<file path="src/sv/pac_pkg.sv">
// Shared widths, reset values and inter-module types of the pedal conditioner.
package pac_pkg;

  // Port and field widths.
  localparam int unsigned PEDAL_W    = 2;
  localparam int unsigned SAMPLE_W   = 12;
  localparam int unsigned VALUE_W    = 16;
  localparam int unsigned AXIS_W     = 12;
  localparam int unsigned CFG_ADDR_W = 6;
  localparam int unsigned CFG_DATA_W = 64;
  localparam int unsigned SETUP_W    = 49;
  localparam int unsigned CURVE_W    = 48;
  localparam int unsigned LEVEL_W    = 32;

  // Divider datapath: remainder holds any divisor, quotient register is one word.
  localparam int unsigned DIV_REM_W  = 12;
  localparam int unsigned DIV_Q_W    = 32;
  localparam int unsigned DIV_CNT_W  = 4;

  // Count loaded into the divider at start: two quotient bits are produced per cycle.
  localparam logic [DIV_CNT_W-1:0] DIV_LAST_FRAC = 4'd7;   // 16 quotient bits
  localparam logic [DIV_CNT_W-1:0] DIV_LAST_WORD = 4'd15;  // 32 quotient bits

  // Fixed-point constants.
  localparam int unsigned FRAC_W = 17;
  localparam logic [FRAC_W-1:0] FRAC_ONE  = 17'h10000;
  localparam int unsigned Y_W = 23;
  localparam logic [Y_W-1:0]    Y_FULL    = 23'd6553600;  // 100 percent in Q16
  localparam logic [DIV_REM_W-1:0] PCT_DEN = 12'd100;
  localparam logic [6:0]        ALPHA_MAX = 7'd95;
  localparam logic [6:0]        PCT_ALL   = 7'd100;

  // Register reset values.
  localparam logic [SETUP_W-1:0] SETUP_RESET = 49'h0_C800_00FF_F000;
  localparam logic [CURVE_W-1:0] CURVE_RESET = 48'h6450_3C28_1400;

  // Decoded settings of the pedal being conditioned.
  typedef struct packed {
    logic [7:0]          dz_high;
    logic [7:0]          dz_low;
    logic [7:0]          smooth;
    logic                invert;
    logic [11:0]         range_max;
    logic [11:0]         range_min;
    logic [CURVE_W-1:0]  curve;
  } pedal_cfg_t;

  // Request to the shared divider.
  typedef struct packed {
    logic                  start;
    logic [DIV_REM_W-1:0]  hi;
    logic [DIV_Q_W-1:0]    lo;
    logic [DIV_REM_W-1:0]  den;
    logic [DIV_CNT_W-1:0]  last_step;
  } div_req_t;

  // Answer from the shared divider.
  typedef struct packed {
    logic                done;
    logic [DIV_Q_W-1:0]  quot;
  } div_rsp_t;

endpackage

</file>
<file path="src/sv/pac_regs.sv">
// Per-pedal setup and curve registers behind the APB-style configuration port.
module pac_regs #(
  parameter int unsigned NUM_PEDALS = 3
) (
  input  logic                          clk,
  input  logic                          rst_n,
  input  logic                          psel,
  input  logic                          penable,
  input  logic                          pwrite,
  input  logic [pac_pkg::CFG_ADDR_W-1:0] paddr,
  input  logic [pac_pkg::CFG_DATA_W-1:0] pwdata,
  output logic [pac_pkg::CFG_DATA_W-1:0] prdata,
  output logic                          pready,
  input  logic [pac_pkg::PEDAL_W-1:0]   sel_pedal,
  output pac_pkg::pedal_cfg_t           sel_cfg
);
  import pac_pkg::*;

  localparam int unsigned IDX_W = (NUM_PEDALS > 1) ? $clog2(NUM_PEDALS) : 1;

  typedef enum logic [2:0] {
    REG_P0_SETUP,
    REG_P0_CURVE,
    REG_P1_SETUP,
    REG_P1_CURVE,
    REG_P2_SETUP,
    REG_P2_CURVE
  } reg_idx_t;

  logic [SETUP_W-1:0] setup_r [NUM_PEDALS];
  logic [CURVE_W-1:0] curve_r [NUM_PEDALS];

  reg_idx_t           reg_idx;
  logic [PEDAL_W-1:0] addr_pedal;
  logic               addr_ok;
  logic               wr_en;
  logic [SETUP_W-1:0] sel_setup;
  logic [CURVE_W-1:0] sel_curve;

  // Registers sit eight bytes apart; setup and curve of one pedal are neighbours.
  assign reg_idx    = reg_idx_t'(paddr[5:3]);
  assign addr_pedal = paddr[5:4];
  assign addr_ok    = 32'(addr_pedal) < NUM_PEDALS;
  assign wr_en      = psel && penable && pwrite && addr_ok;
  assign pready     = 1'b1;

  // Register writes; an address beyond the list is ignored.
  always_ff @(posedge clk) begin
    if (!rst_n) begin
      for (int k = 0; k < NUM_PEDALS; k++) begin
        setup_r[k] <= SETUP_RESET;
        curve_r[k] <= CURVE_RESET;
      end
    end else if (wr_en) begin
      unique case (reg_idx) inside
        REG_P0_SETUP, REG_P1_SETUP, REG_P2_SETUP: begin
          setup_r[addr_pedal[IDX_W-1:0]] <= pwdata[SETUP_W-1:0];
        end
        REG_P0_CURVE, REG_P1_CURVE, REG_P2_CURVE: begin
          curve_r[addr_pedal[IDX_W-1:0]] <= pwdata[CURVE_W-1:0];
        end
        default: begin
        end
      endcase
    end
  end

  // Read-back of the addressed register.
  always_comb begin
    prdata = '0;
    if (addr_ok) begin
      unique case (reg_idx) inside
        REG_P0_SETUP, REG_P1_SETUP, REG_P2_SETUP: begin
          prdata = CFG_DATA_W'(setup_r[addr_pedal[IDX_W-1:0]]);
        end
        REG_P0_CURVE, REG_P1_CURVE, REG_P2_CURVE: begin
          prdata = CFG_DATA_W'(curve_r[addr_pedal[IDX_W-1:0]]);
        end
        default: begin
          prdata = '0;
        end
      endcase
    end
  end

  // Settings of the pedal the sequencer is working on, split into fields.
  always_comb begin
    sel_setup = SETUP_RESET;
    sel_curve = CURVE_RESET;
    if (32'(sel_pedal) < NUM_PEDALS) begin
      sel_setup = setup_r[sel_pedal[IDX_W-1:0]];
      sel_curve = curve_r[sel_pedal[IDX_W-1:0]];
    end
    sel_cfg.range_min = sel_setup[11:0];
    sel_cfg.range_max = sel_setup[23:12];
    sel_cfg.invert    = sel_setup[24];
    sel_cfg.smooth    = sel_setup[32:25];
    sel_cfg.dz_low    = sel_setup[40:33];
    sel_cfg.dz_high   = sel_setup[48:41];
    sel_cfg.curve     = sel_curve;
  end

endmodule

</file>
<file path="src/sv/pac_div.sv">
// Shared restoring divider producing two quotient bits per cycle.
module pac_div (
  input  logic              clk,
  input  logic              rst_n,
  input  pac_pkg::div_req_t req,
  output pac_pkg::div_rsp_t rsp
);
  import pac_pkg::*;

  localparam int unsigned STEPS_PER_CYCLE = 2;

  logic [DIV_REM_W-1:0] rem_r;
  logic [DIV_REM_W-1:0] rem_nxt;
  logic [DIV_Q_W-1:0]   quo_r;
  logic [DIV_Q_W-1:0]   quo_nxt;
  logic [DIV_REM_W-1:0] den_r;
  logic [DIV_CNT_W-1:0] cnt_r;
  logic                 busy_r;
  logic                 done_r;

  // Two dependent compare-and-subtract steps; the dividend shifts out of the
  // top of the quotient register while quotient bits shift in at the bottom.
  // The caller guarantees that the starting remainder is below the divisor.
  always_comb begin
    logic [DIV_REM_W:0] trial;
    logic               qbit;
    rem_nxt = rem_r;
    quo_nxt = quo_r;
    for (int s = 0; s < STEPS_PER_CYCLE; s++) begin
      trial = {rem_nxt, quo_nxt[DIV_Q_W-1]};
      if (trial >= {1'b0, den_r}) begin
        rem_nxt = DIV_REM_W'(trial - {1'b0, den_r});
        qbit    = 1'b1;
      end else begin
        rem_nxt = trial[DIV_REM_W-1:0];
        qbit    = 1'b0;
      end
      quo_nxt = {quo_nxt[DIV_Q_W-2:0], qbit};
    end
  end

  // Step counter and completion pulse.
  always_ff @(posedge clk) begin
    if (!rst_n) begin
      busy_r <= 1'b0;
      done_r <= 1'b0;
      cnt_r  <= '0;
    end else begin
      done_r <= 1'b0;
      if (req.start) begin
        busy_r <= 1'b1;
        cnt_r  <= req.last_step;
      end else if (busy_r) begin
        cnt_r <= cnt_r - DIV_CNT_W'(1);
        if (cnt_r == '0) begin
          busy_r <= 1'b0;
          done_r <= 1'b1;
        end
      end
    end
  end

  // Operand and partial result registers.
  always_ff @(posedge clk) begin
    if (req.start) begin
      rem_r <= req.hi;
      quo_r <= req.lo;
      den_r <= req.den;
    end else if (busy_r) begin
      rem_r <= rem_nxt;
      quo_r <= quo_nxt;
    end
  end

  assign rsp.done = done_r;
  assign rsp.quot = quo_r;

endmodule

</file>
<file path="src/sv/pac_core.sv">
// Sequencer, shared multiplier and smoothing state of the pedal conditioner.
module pac_core #(
  parameter int unsigned NUM_PEDALS = 3
) (
  input  logic                          clk,
  input  logic                          rst_n,
  input  logic                          in_valid,
  output logic                          in_ready,
  input  logic [pac_pkg::PEDAL_W-1:0]   in_pedal,
  input  logic [pac_pkg::SAMPLE_W-1:0]  in_raw_sample,
  output logic                          out_valid,
  input  logic                          out_ready,
  output logic [pac_pkg::PEDAL_W-1:0]   out_pedal_echo,
  output logic [pac_pkg::VALUE_W-1:0]   out_conditioned_value,
  output logic [pac_pkg::AXIS_W-1:0]    out_axis_value,
  output logic [pac_pkg::PEDAL_W-1:0]   sel_pedal,
  input  pac_pkg::pedal_cfg_t           cfg,
  output pac_pkg::div_req_t             div_req,
  input  pac_pkg::div_rsp_t             div_rsp
);
  import pac_pkg::*;

  localparam int unsigned IDX_W  = (NUM_PEDALS > 1) ? $clog2(NUM_PEDALS) : 1;
  localparam int unsigned PROD_W = 42;
  localparam int unsigned SUM_W  = 39;

  typedef enum logic [3:0] {
    S_IDLE,
    S_NORM,
    S_NDIV,
    S_INV,
    S_DZ,
    S_DZDIV,
    S_CURVE,
    S_CURVE2,
    S_TGT,
    S_TDIV,
    S_MUL1,
    S_MUL2,
    S_SUM,
    S_LDIV,
    S_OUT
  } state_t;

  // Curve point j of a packed curve register; points past the last read as zero.
  function automatic logic [7:0] curve_point(input logic [CURVE_W-1:0] c,
                                             input logic [2:0] j);
    logic [7:0] pt;
    pt = '0;
    if (j < 3'd6) begin
      pt = c[{j, 3'b000} +: 8];
    end
    return pt;
  endfunction

  state_t               state_r, state_nxt;
  logic [PEDAL_W-1:0]   pedal_r, pedal_nxt;
  logic [SAMPLE_W-1:0]  raw_r, raw_nxt;
  logic [FRAC_W-1:0]    frac_r, frac_nxt;
  logic [7:0]           base_r, base_nxt;
  logic [Y_W-1:0]       y_r, y_nxt;
  logic [LEVEL_W-1:0]   tgt_r, tgt_nxt;
  logic [SUM_W-1:0]     acc_r, acc_nxt;
  logic signed [PROD_W-1:0] prod_r, prod_nxt;
  logic [VALUE_W-1:0]   res_r, res_nxt;
  logic [LEVEL_W-1:0]   level_r [NUM_PEDALS];
  logic                 out_valid_r;
  logic [PEDAL_W-1:0]   out_pedal_r;
  logic [VALUE_W-1:0]   out_value_r;

  logic                 pedal_ok;
  logic [IDX_W-1:0]     pidx;
  logic [LEVEL_W-1:0]   level_rd;
  logic                 level_we;
  logic                 out_load;
  logic [SAMPLE_W-1:0]  span;
  logic [SAMPLE_W-1:0]  excess;
  logic [7:0]           dz_span;
  logic [Y_W-1:0]       n100;
  logic [Y_W:0]         dz_off;
  logic [Y_W-1:0]       dz_num;
  logic [18:0]          seg_pos;
  logic [2:0]           seg;
  logic [15:0]          seg_frac;
  logic [7:0]           p_lo;
  logic [7:0]           p_hi;
  logic signed [25:0]   ysum;
  logic [SUM_W-1:0]     ymul;
  logic [6:0]           alpha;
  logic [6:0]           beta;
  logic [SUM_W-1:0]     smooth_sum;
  logic [LEVEL_W:0]     rounded;
  logic signed [32:0]   mul_a;
  logic signed [8:0]    mul_b;

  assign pedal_ok = 32'(pedal_r) < NUM_PEDALS;
  assign pidx     = pedal_r[IDX_W-1:0];
  assign level_rd = pedal_ok ? level_r[pidx] : '0;
  assign sel_pedal = pedal_r;

  // Range normalisation operands; a sample at or below the minimum gives zero excess.
  assign span   = cfg.range_max - cfg.range_min;
  assign excess = (raw_r > cfg.range_min) ? raw_r - cfg.range_min : '0;

  // Deadzone numerator: n*100 - dz_low*65536, floored at zero.
  assign dz_span = cfg.dz_high - cfg.dz_low;
  assign n100    = Y_W'({frac_r, 6'b0}) + Y_W'({frac_r, 5'b0}) + Y_W'({frac_r, 2'b0});
  assign dz_off  = {cfg.dz_low, 16'h0000};
  assign dz_num  = ({1'b0, n100} > dz_off) ? Y_W'({1'b0, n100} - dz_off) : '0;

  // Curve segment and position within it: s = 5n.
  assign seg_pos  = 19'({frac_r, 2'b00}) + 19'(frac_r);
  assign seg      = seg_pos[18:16];
  assign seg_frac = seg_pos[15:0];
  assign p_lo     = curve_point(cfg.curve, seg);
  assign p_hi     = curve_point(cfg.curve, seg + 3'd1);
  assign ysum     = $signed({2'b00, base_r, 16'h0000}) + $signed(prod_r[25:0]);

  // y * 65535 as a shift and subtract.
  assign ymul = {y_r, 16'h0000} - SUM_W'(y_r);

  // Smoothing weights and the rounded weighted sum.
  assign alpha      = (cfg.smooth > 8'(ALPHA_MAX)) ? ALPHA_MAX : cfg.smooth[6:0];
  assign beta       = PCT_ALL - alpha;
  assign smooth_sum = acc_r + prod_r[SUM_W-1:0] + SUM_W'(50);
  assign rounded    = {1'b0, div_rsp.quot} + (LEVEL_W+1)'(32768);

  // Shared multiplier, registered before any use of its product.
  assign prod_nxt = mul_a * mul_b;

  assign out_load = (state_r == S_OUT) && (!out_valid_r || out_ready);

  // Sequencer next-state and datapath selection.
  always_comb begin
    state_nxt = state_r;
    pedal_nxt = pedal_r;
    raw_nxt   = raw_r;
    frac_nxt  = frac_r;
    base_nxt  = base_r;
    y_nxt     = y_r;
    tgt_nxt   = tgt_r;
    acc_nxt   = acc_r;
    res_nxt   = res_r;
    level_we  = 1'b0;
    mul_a     = '0;
    mul_b     = '0;
    div_req   = '0;

    unique case (state_r)
      S_IDLE: begin
        if (in_valid) begin
          pedal_nxt = in_pedal;
          raw_nxt   = in_raw_sample;
          state_nxt = S_NORM;
        end
      end

      // Normalise against the calibrated range; an empty range gives zero, an unknown pedal a zero result.
      S_NORM: begin
        if (!pedal_ok) begin
          res_nxt   = '0;
          state_nxt = S_OUT;
        end else if (cfg.range_max > cfg.range_min) begin
          if (excess >= span) begin
            frac_nxt  = FRAC_ONE;
            state_nxt = S_INV;
          end else begin
            div_req.start     = 1'b1;
            div_req.hi        = excess;
            div_req.lo        = '0;
            div_req.den       = span;
            div_req.last_step = DIV_LAST_FRAC;
            state_nxt         = S_NDIV;
          end
        end else begin
          frac_nxt  = '0;
          state_nxt = S_INV;
        end
      end

      S_NDIV: begin
        if (div_rsp.done) begin
          frac_nxt  = {1'b0, div_rsp.quot[15:0]};
          state_nxt = S_INV;
        end
      end

      S_INV: begin
        if (cfg.invert) begin
          frac_nxt = FRAC_ONE - frac_r;
        end
        state_nxt = S_DZ;
      end

      // Deadzone rescale; an empty deadzone gives zero.
      S_DZ: begin
        if (cfg.dz_high > cfg.dz_low) begin
          if ({1'b0, dz_num[22:16]} >= dz_span) begin
            frac_nxt  = FRAC_ONE;
            state_nxt = S_CURVE;
          end else begin
            div_req.start     = 1'b1;
            div_req.hi        = DIV_REM_W'(dz_num[22:16]);
            div_req.lo        = {dz_num[15:0], 16'h0000};
            div_req.den       = DIV_REM_W'(dz_span);
            div_req.last_step = DIV_LAST_FRAC;
            state_nxt         = S_DZDIV;
          end
        end else begin
          frac_nxt  = '0;
          state_nxt = S_CURVE;
        end
      end

      S_DZDIV: begin
        if (div_rsp.done) begin
          frac_nxt  = {1'b0, div_rsp.quot[15:0]};
          state_nxt = S_CURVE;
        end
      end

      // Segment slope times position; at full travel the position is zero.
      S_CURVE: begin
        mul_a     = $signed(33'(seg_frac));
        mul_b     = $signed(9'(p_hi) - 9'(p_lo));
        base_nxt  = p_lo;
        state_nxt = S_CURVE2;
      end

      S_CURVE2: begin
        if (ysum[25]) begin
          y_nxt = '0;
        end else if (ysum > $signed(26'(Y_FULL))) begin
          y_nxt = Y_FULL;
        end else begin
          y_nxt = ysum[Y_W-1:0];
        end
        state_nxt = S_TGT;
      end

      // Target level: y * 65535 / 100.
      S_TGT: begin
        div_req.start     = 1'b1;
        div_req.hi        = DIV_REM_W'(ymul[SUM_W-1:32]);
        div_req.lo        = ymul[31:0];
        div_req.den       = PCT_DEN;
        div_req.last_step = DIV_LAST_WORD;
        state_nxt         = S_TDIV;
      end

      S_TDIV: begin
        if (div_rsp.done) begin
          tgt_nxt   = div_rsp.quot;
          state_nxt = S_MUL1;
        end
      end

      S_MUL1: begin
        mul_a     = $signed({1'b0, level_rd});
        mul_b     = $signed({2'b00, alpha});
        state_nxt = S_MUL2;
      end

      S_MUL2: begin
        acc_nxt   = prod_r[SUM_W-1:0];
        mul_a     = $signed({1'b0, tgt_r});
        mul_b     = $signed({2'b00, beta});
        state_nxt = S_SUM;
      end

      // Weighted sum plus one half, divided by 100.
      S_SUM: begin
        div_req.start     = 1'b1;
        div_req.hi        = DIV_REM_W'(smooth_sum[SUM_W-1:32]);
        div_req.lo        = smooth_sum[31:0];
        div_req.den       = PCT_DEN;
        div_req.last_step = DIV_LAST_WORD;
        state_nxt         = S_LDIV;
      end

      S_LDIV: begin
        if (div_rsp.done) begin
          level_we  = 1'b1;
          res_nxt   = rounded[LEVEL_W] ? '1 : rounded[LEVEL_W-1:16];
          state_nxt = S_OUT;
        end
      end

      S_OUT: begin
        if (out_load) begin
          state_nxt = S_IDLE;
        end
      end

      default: begin
        state_nxt = S_IDLE;
      end
    endcase
  end

  // State, smoothing levels and the output register.
  always_ff @(posedge clk) begin
    if (!rst_n) begin
      state_r     <= S_IDLE;
      out_valid_r <= 1'b0;
      for (int k = 0; k < NUM_PEDALS; k++) begin
        level_r[k] <= '0;
      end
    end else begin
      state_r <= state_nxt;
      if (level_we) begin
        level_r[pidx] <= div_rsp.quot;
      end
      if (out_load) begin
        out_valid_r <= 1'b1;
      end else if (out_ready) begin
        out_valid_r <= 1'b0;
      end
    end
  end

  // Working registers and result payload.
  always_ff @(posedge clk) begin
    pedal_r <= pedal_nxt;
    raw_r   <= raw_nxt;
    frac_r  <= frac_nxt;
    base_r  <= base_nxt;
    y_r     <= y_nxt;
    tgt_r   <= tgt_nxt;
    acc_r   <= acc_nxt;
    prod_r  <= prod_nxt;
    res_r   <= res_nxt;
    if (out_load) begin
      out_pedal_r <= pedal_r;
      out_value_r <= res_r;
    end
  end

  assign in_ready              = (state_r == S_IDLE);
  assign out_valid             = out_valid_r;
  assign out_pedal_echo        = out_pedal_r;
  assign out_conditioned_value = out_value_r;
  assign out_axis_value        = out_value_r[VALUE_W-1:VALUE_W-AXIS_W];

endmodule

</file>
<file path="src/sv/pedal_axis_conditioner_unit.sv">
// Top level of the pedal axis conditioner: configuration registers, sequencer and divider.
//
// Each transferred sample is normalised against its pedal's calibrated range, optionally
// inverted, passed through a percent deadzone and a six-point percent curve, scaled to
// 16 bits and smoothed with a per-pedal Q16.16 level. One sample is processed at a time:
// the next sample is taken only once the result of the last is in the output register,
// and a range or deadzone division is skipped when its result would saturate. A sample
// whose pedal index is not below NUM_PEDALS yields a zero result without touching any
// smoothing level. Divisions go to the single shared divider, which delivers two quotient
// bits per cycle: two 16-bit divisions (range and deadzone) and two 32-bit divisions by
// 100 (target level and smoothing). A finished result waits in the output register while
// the next sample is taken. Configuration writes take effect at once and may be read
// back.
module pedal_axis_conditioner_unit #(
  parameter int unsigned NUM_PEDALS = 3
) (
  input  logic                           clk,
  input  logic                           rst_n,
  input  logic                           in_valid,
  output logic                           in_ready,
  input  logic [pac_pkg::PEDAL_W-1:0]    in_pedal,
  input  logic [pac_pkg::SAMPLE_W-1:0]   in_raw_sample,
  output logic                           out_valid,
  input  logic                           out_ready,
  output logic [pac_pkg::PEDAL_W-1:0]    out_pedal_echo,
  output logic [pac_pkg::VALUE_W-1:0]    out_conditioned_value,
  output logic [pac_pkg::AXIS_W-1:0]     out_axis_value,
  input  logic                           psel,
  input  logic                           penable,
  input  logic                           pwrite,
  input  logic [pac_pkg::CFG_ADDR_W-1:0] paddr,
  input  logic [pac_pkg::CFG_DATA_W-1:0] pwdata,
  output logic [pac_pkg::CFG_DATA_W-1:0] prdata,
  output logic                           pready
);
  import pac_pkg::*;

  logic [PEDAL_W-1:0] sel_pedal;
  pedal_cfg_t         sel_cfg;
  div_req_t           div_req;
  div_rsp_t           div_rsp;

  // Configuration registers.
  pac_regs #(
    .NUM_PEDALS(NUM_PEDALS)
  ) u_regs (
    .clk      (clk),
    .rst_n    (rst_n),
    .psel     (psel),
    .penable  (penable),
    .pwrite   (pwrite),
    .paddr    (paddr),
    .pwdata   (pwdata),
    .prdata   (prdata),
    .pready   (pready),
    .sel_pedal(sel_pedal),
    .sel_cfg  (sel_cfg)
  );

  // Shared divider.
  pac_div u_div (
    .clk  (clk),
    .rst_n(rst_n),
    .req  (div_req),
    .rsp  (div_rsp)
  );

  // Sequencer with multiplier and smoothing state.
  pac_core #(
    .NUM_PEDALS(NUM_PEDALS)
  ) u_core (
    .clk                  (clk),
    .rst_n                (rst_n),
    .in_valid             (in_valid),
    .in_ready             (in_ready),
    .in_pedal             (in_pedal),
    .in_raw_sample        (in_raw_sample),
    .out_valid            (out_valid),
    .out_ready            (out_ready),
    .out_pedal_echo       (out_pedal_echo),
    .out_conditioned_value(out_conditioned_value),
    .out_axis_value       (out_axis_value),
    .sel_pedal            (sel_pedal),
    .cfg                  (sel_cfg),
    .div_req              (div_req),
    .div_rsp              (div_rsp)
  );

endmodule

</file>
<file path="config.mk">
export PLATFORM = sky130hd
export DESIGN_NAME = pedal_axis_conditioner_unit
export DESIGN_NICKNAME = d
export VERILOG_FILES = /design/src/sv/pac_pkg.sv /design/src/sv/pac_regs.sv /design/src/sv/pac_div.sv /design/src/sv/pac_core.sv /design/src/sv/pedal_axis_conditioner_unit.sv
export SDC_FILE = /design/constraint.sdc
export NUM_CORES = 2
export LEC_CHECK = 0
export BUFFER_PORTS_ARGS = -buffer_cell sky130_fd_sc_hd__buf_2
export CORE_MARGIN = 2
export CORE_UTILIZATION = 35
export DETAILED_ROUTE_END_ITERATION = 10
export SLEW_MARGIN = 20
export SYNTH_ARGS = -nofsm -noshare
export SYNTH_HDL_FRONTEND = slang
export SYNTH_SLANG_ARGS = --single-unit
export TNS_END_PERCENT = 100
</file>
<file path="constraint.sdc">
create_clock -name clk -period 11.71 [get_ports clk]
set_input_delay 1.171 -clock clk [delete_from_list [all_inputs] [get_ports clk]]
set_output_delay 1.171 -clock clk [all_outputs]
set_load 0.05 [all_outputs]
</file>
==> run summary <==
run status: finished, final reports clean
crit path time final: 11.05 ns
WL/cell: 23.3 µm
number of port buffers: 153
CP dominant cell by count: fa_1
prevailing post-synth register cell: edfxtp_1
f_max: 90.5 MHz
Crit Path Max Fanout: 13
Yosys cell types: 87
Die X: 397 µm
Worst-path clk slew: 0.06 ns
Final Max Tran Viols: 0
actual slew at the worst max-slew pin: 1.14 ns
Power Total: 17.2 mW
Max Cap Violations: 0
layout cells sized above 1: 12.1%
slowest cell on the critical path: fa_1
Worst Hold Slack: 0.416 ns
GRT overflow: 0
worst endpoint required time: 12.26 ns
WS Path Type: register to register
Mapped Avg Cell Area: 11.1 µm²
Longest Clk Path Bufs: 3
pin count of the biggest net entering global routing: 67
root buf cell: clkbuf_16
EDFF count, synth: 739
total clock sinks: 791
number of global-route vias before repair: 38.9k
TritonRoute pass-1 iters: 7
CTS tree: yes
DRT antenna net count: 0
GP Congestion: 0.924
number of I/O pins: 188
final setup vio count: 0
Die Y: 397 µm
Via density: 5.47
Final Hold Viols: 0
mapped cell area: 0.0540 mm²
max incr delay on CP: 0.56 ns
CP Capture Type: register
sequential area share after synthesis: 43.0%
pwr/cell area: 285 mW/mm²
nets: 5,717
TritonCTS buffer count: 84
die area: 0.157 mm²
Site Rows: 144
Rel. slew slack: 23.8%
number of synthesized register bits: 791
Arr. time, crit path: 11.60 ns
Leak: 24.2 nW
Initial Util: 35.1%
fin worst setup slack: 0.665 ns
Fill cells: 14.9k
dpl hpwl: 120 mm
via count: 39.3k
Clock Skews: 0.0375 ns
most common cell after layout, fill and taps aside: edfxtp_1
H-tree levels: 3
first-pass GRT wire length: 250 mm
Starting DRT DRC Count: 3,642
initial antenna violation count: 16
Final Cycle Share: 94.3%
Remaining DRCs: 0
post-synthesis async set-or-reset flop share: 0%
most frequent cells in the layout: edfxtp_1, nand2_1, and2_1
cts hold-fix bufs: 0
Peak VDD IR: 0.603 mV
gr usage total: 21.1%
P&R area growth vs syn: 11.8%
final WL: 167 mm
crit path launch type: register
pre-CTS setup slack: 0.161 ns
Core Util, Final: 39.3%
Core Area: 0.154 mm²
HP Class: register to register
Mapped Cells: 4,867
Ys Warns: 0
Clock Latency Late Sink: 0.71 ns
[flip-flops by register name, indices dropped and copies added (netlist names), 4 cells and up, named ones only]
signal and count:
u_core.base_r 8, u_core.prod_r 39, u_core.res_r 16, u_regs.setup_r 196
u_core.acc_r 39, u_core.tgt_r 32, u_core.raw_r 12, u_core.state_r 4
u_div.quo_r 32, u_div.rem_r 12, u_core.out_conditioned_value 16, u_core.level_r 128
u_core.y_r 23, u_regs.curve_r 192, u_div.den_r 12, u_div.cnt_r 4
u_core.frac_r 17
[final timing paths]
path / from / slack (ns) / to / depth (start not counted)
max: u_core.frac_r[1] / 0.66 / u_core.prod_r[35] / 46
min: u_core.res_r[5] / 0.42 / u_core.out_conditioned_value[5] / 0
max reg2reg: u_core.frac_r[1] / 0.66 / u_core.prod_r[35] / 46
min reg2reg: u_core.res_r[5] / 0.42 / u_core.out_conditioned_value[5] / 0
[layout make-up]
type,instances,area [µm²],area share (%)
Multi-Input combinational cell,3655,29300,48.5
Sequential cell,791,23200,38.5
Tap cell,2044,2560,4.23
Clock buffer,103,2200,3.65
Timing Repair Buffer,264,1650,2.74
Inverter,273,1030,1.70
Clock inverter,47,413,0.683
Antenna cell,4,10.0,0.0166
[synthesized netlist by cell type, types with 10 or more instances]
master	n	area, µm²
nand2_1	381	1430
mux2i_1	84	841
nor3_1	71	355
nand4_1	26	163
and3_1	72	450
or2_2	27	169
o31ai_1	13	97.6
mux4_2	122	2750
o221ai_1	27	236
nand2b_1	63	394
xor2_1	77	674
a221oi_1	10	87.6
nor4_1	17	106
buf_1	32	120
a211oi_1	22	165
nor2_1	348	1310
nor2b_1	44	275
fa_1	235	4700
a221o_1	10	100
edfxtp_1	739	22200
mux2_2	25	282
dfxtp_1	52	1040
nand3_1	53	265
xnor2_1	139	1220
o21ai_0	228	1140
a22o_1	21	184
inv_1	268	1010
o21bai_1	20	150
buf_2	22	110
a22oi_1	31	233
buf_4	29	218
or3_1	96	601
a31oi_1	24	150
and2_1	344	2150
o22ai_1	71	444
a21oi_1	258	1290
o211ai_1	21	158
a21boi_0	13	97.6
ha_1	322	4030
a21o_1	65	488
clkbuf_1	190	713
o21a_1	33	248
[stage by stage]
step,instance area (µm²),setup TNS (ns),cells
after floorplan,54500,0,4993
after global placement,57600,0,7016
after detailed placement,57700,0,7018
after CTS,60300,0,7168
after global routing,60400,-0.0100,7178
final,60400,0,7181
[timing repair]
item	CTS	global route
buffers inserted	0	9
endpoints found under the setup margin	0	17
gates resized for setup	0	6
[metal layers]
| layer | track usage [%] | vias to the layer above | routed length (µm) |
|---|---|---|---|
| met2 | 34.1 | 1499 | 78000 |
| met1 | 28.3 | 19600 | 70500 |
| met3 | 3.99 | 273 | 13200 |
| met4 | 7.11 | 16 | 5580 |
| li1 | - | 17900 | - |
| met5 | 0 | - | 108 |
[worst max-delay path: cells and delay by family, from the launching register on]
kind | cells | cell delay, ns
adder cells (fa/ha/maj) | 10 | 4.41
buffers and inverters | 7 | 0.79
flip-flops | 1 | 0.54
XOR/XNOR | 2 | 0.31
AND/OR/NAND/NOR | 8 | 1.04
AO/OA/AOI/OAI | 18 | 3.46
multiplexers | 1 | 0.35
[where the power goes]
group / total [mW] / internal, mW / leakage, nW / switching (mW)
clock network: 2.62 / 1.44 / 1.26 / 1.18
registers: 4.16 / 3.64 / 7.52 / 0.518
logic: 10.4 / 4.09 / 15.4 / 6.35
[cells by family (layout without fill, tap and decap cells)]
group / count (synthesis) / count (layout) / synth area share [%]
adder cells (fa/ha/maj): 557 / 557 / 16.2
AND/OR/NAND/NOR: 1570 / 1570 / 14.6
other: 2 / 132 / 0.0139
flip-flops: 791 / 791 / 43.0
buffers and inverters: 547 / 687 / 4.07
multiplexers: 235 / 235 / 7.36
XOR/XNOR: 217 / 217 / 3.53
AO/OA/AOI/OAI: 948 / 948 / 11.2
(Power assumes the default switching activity.)
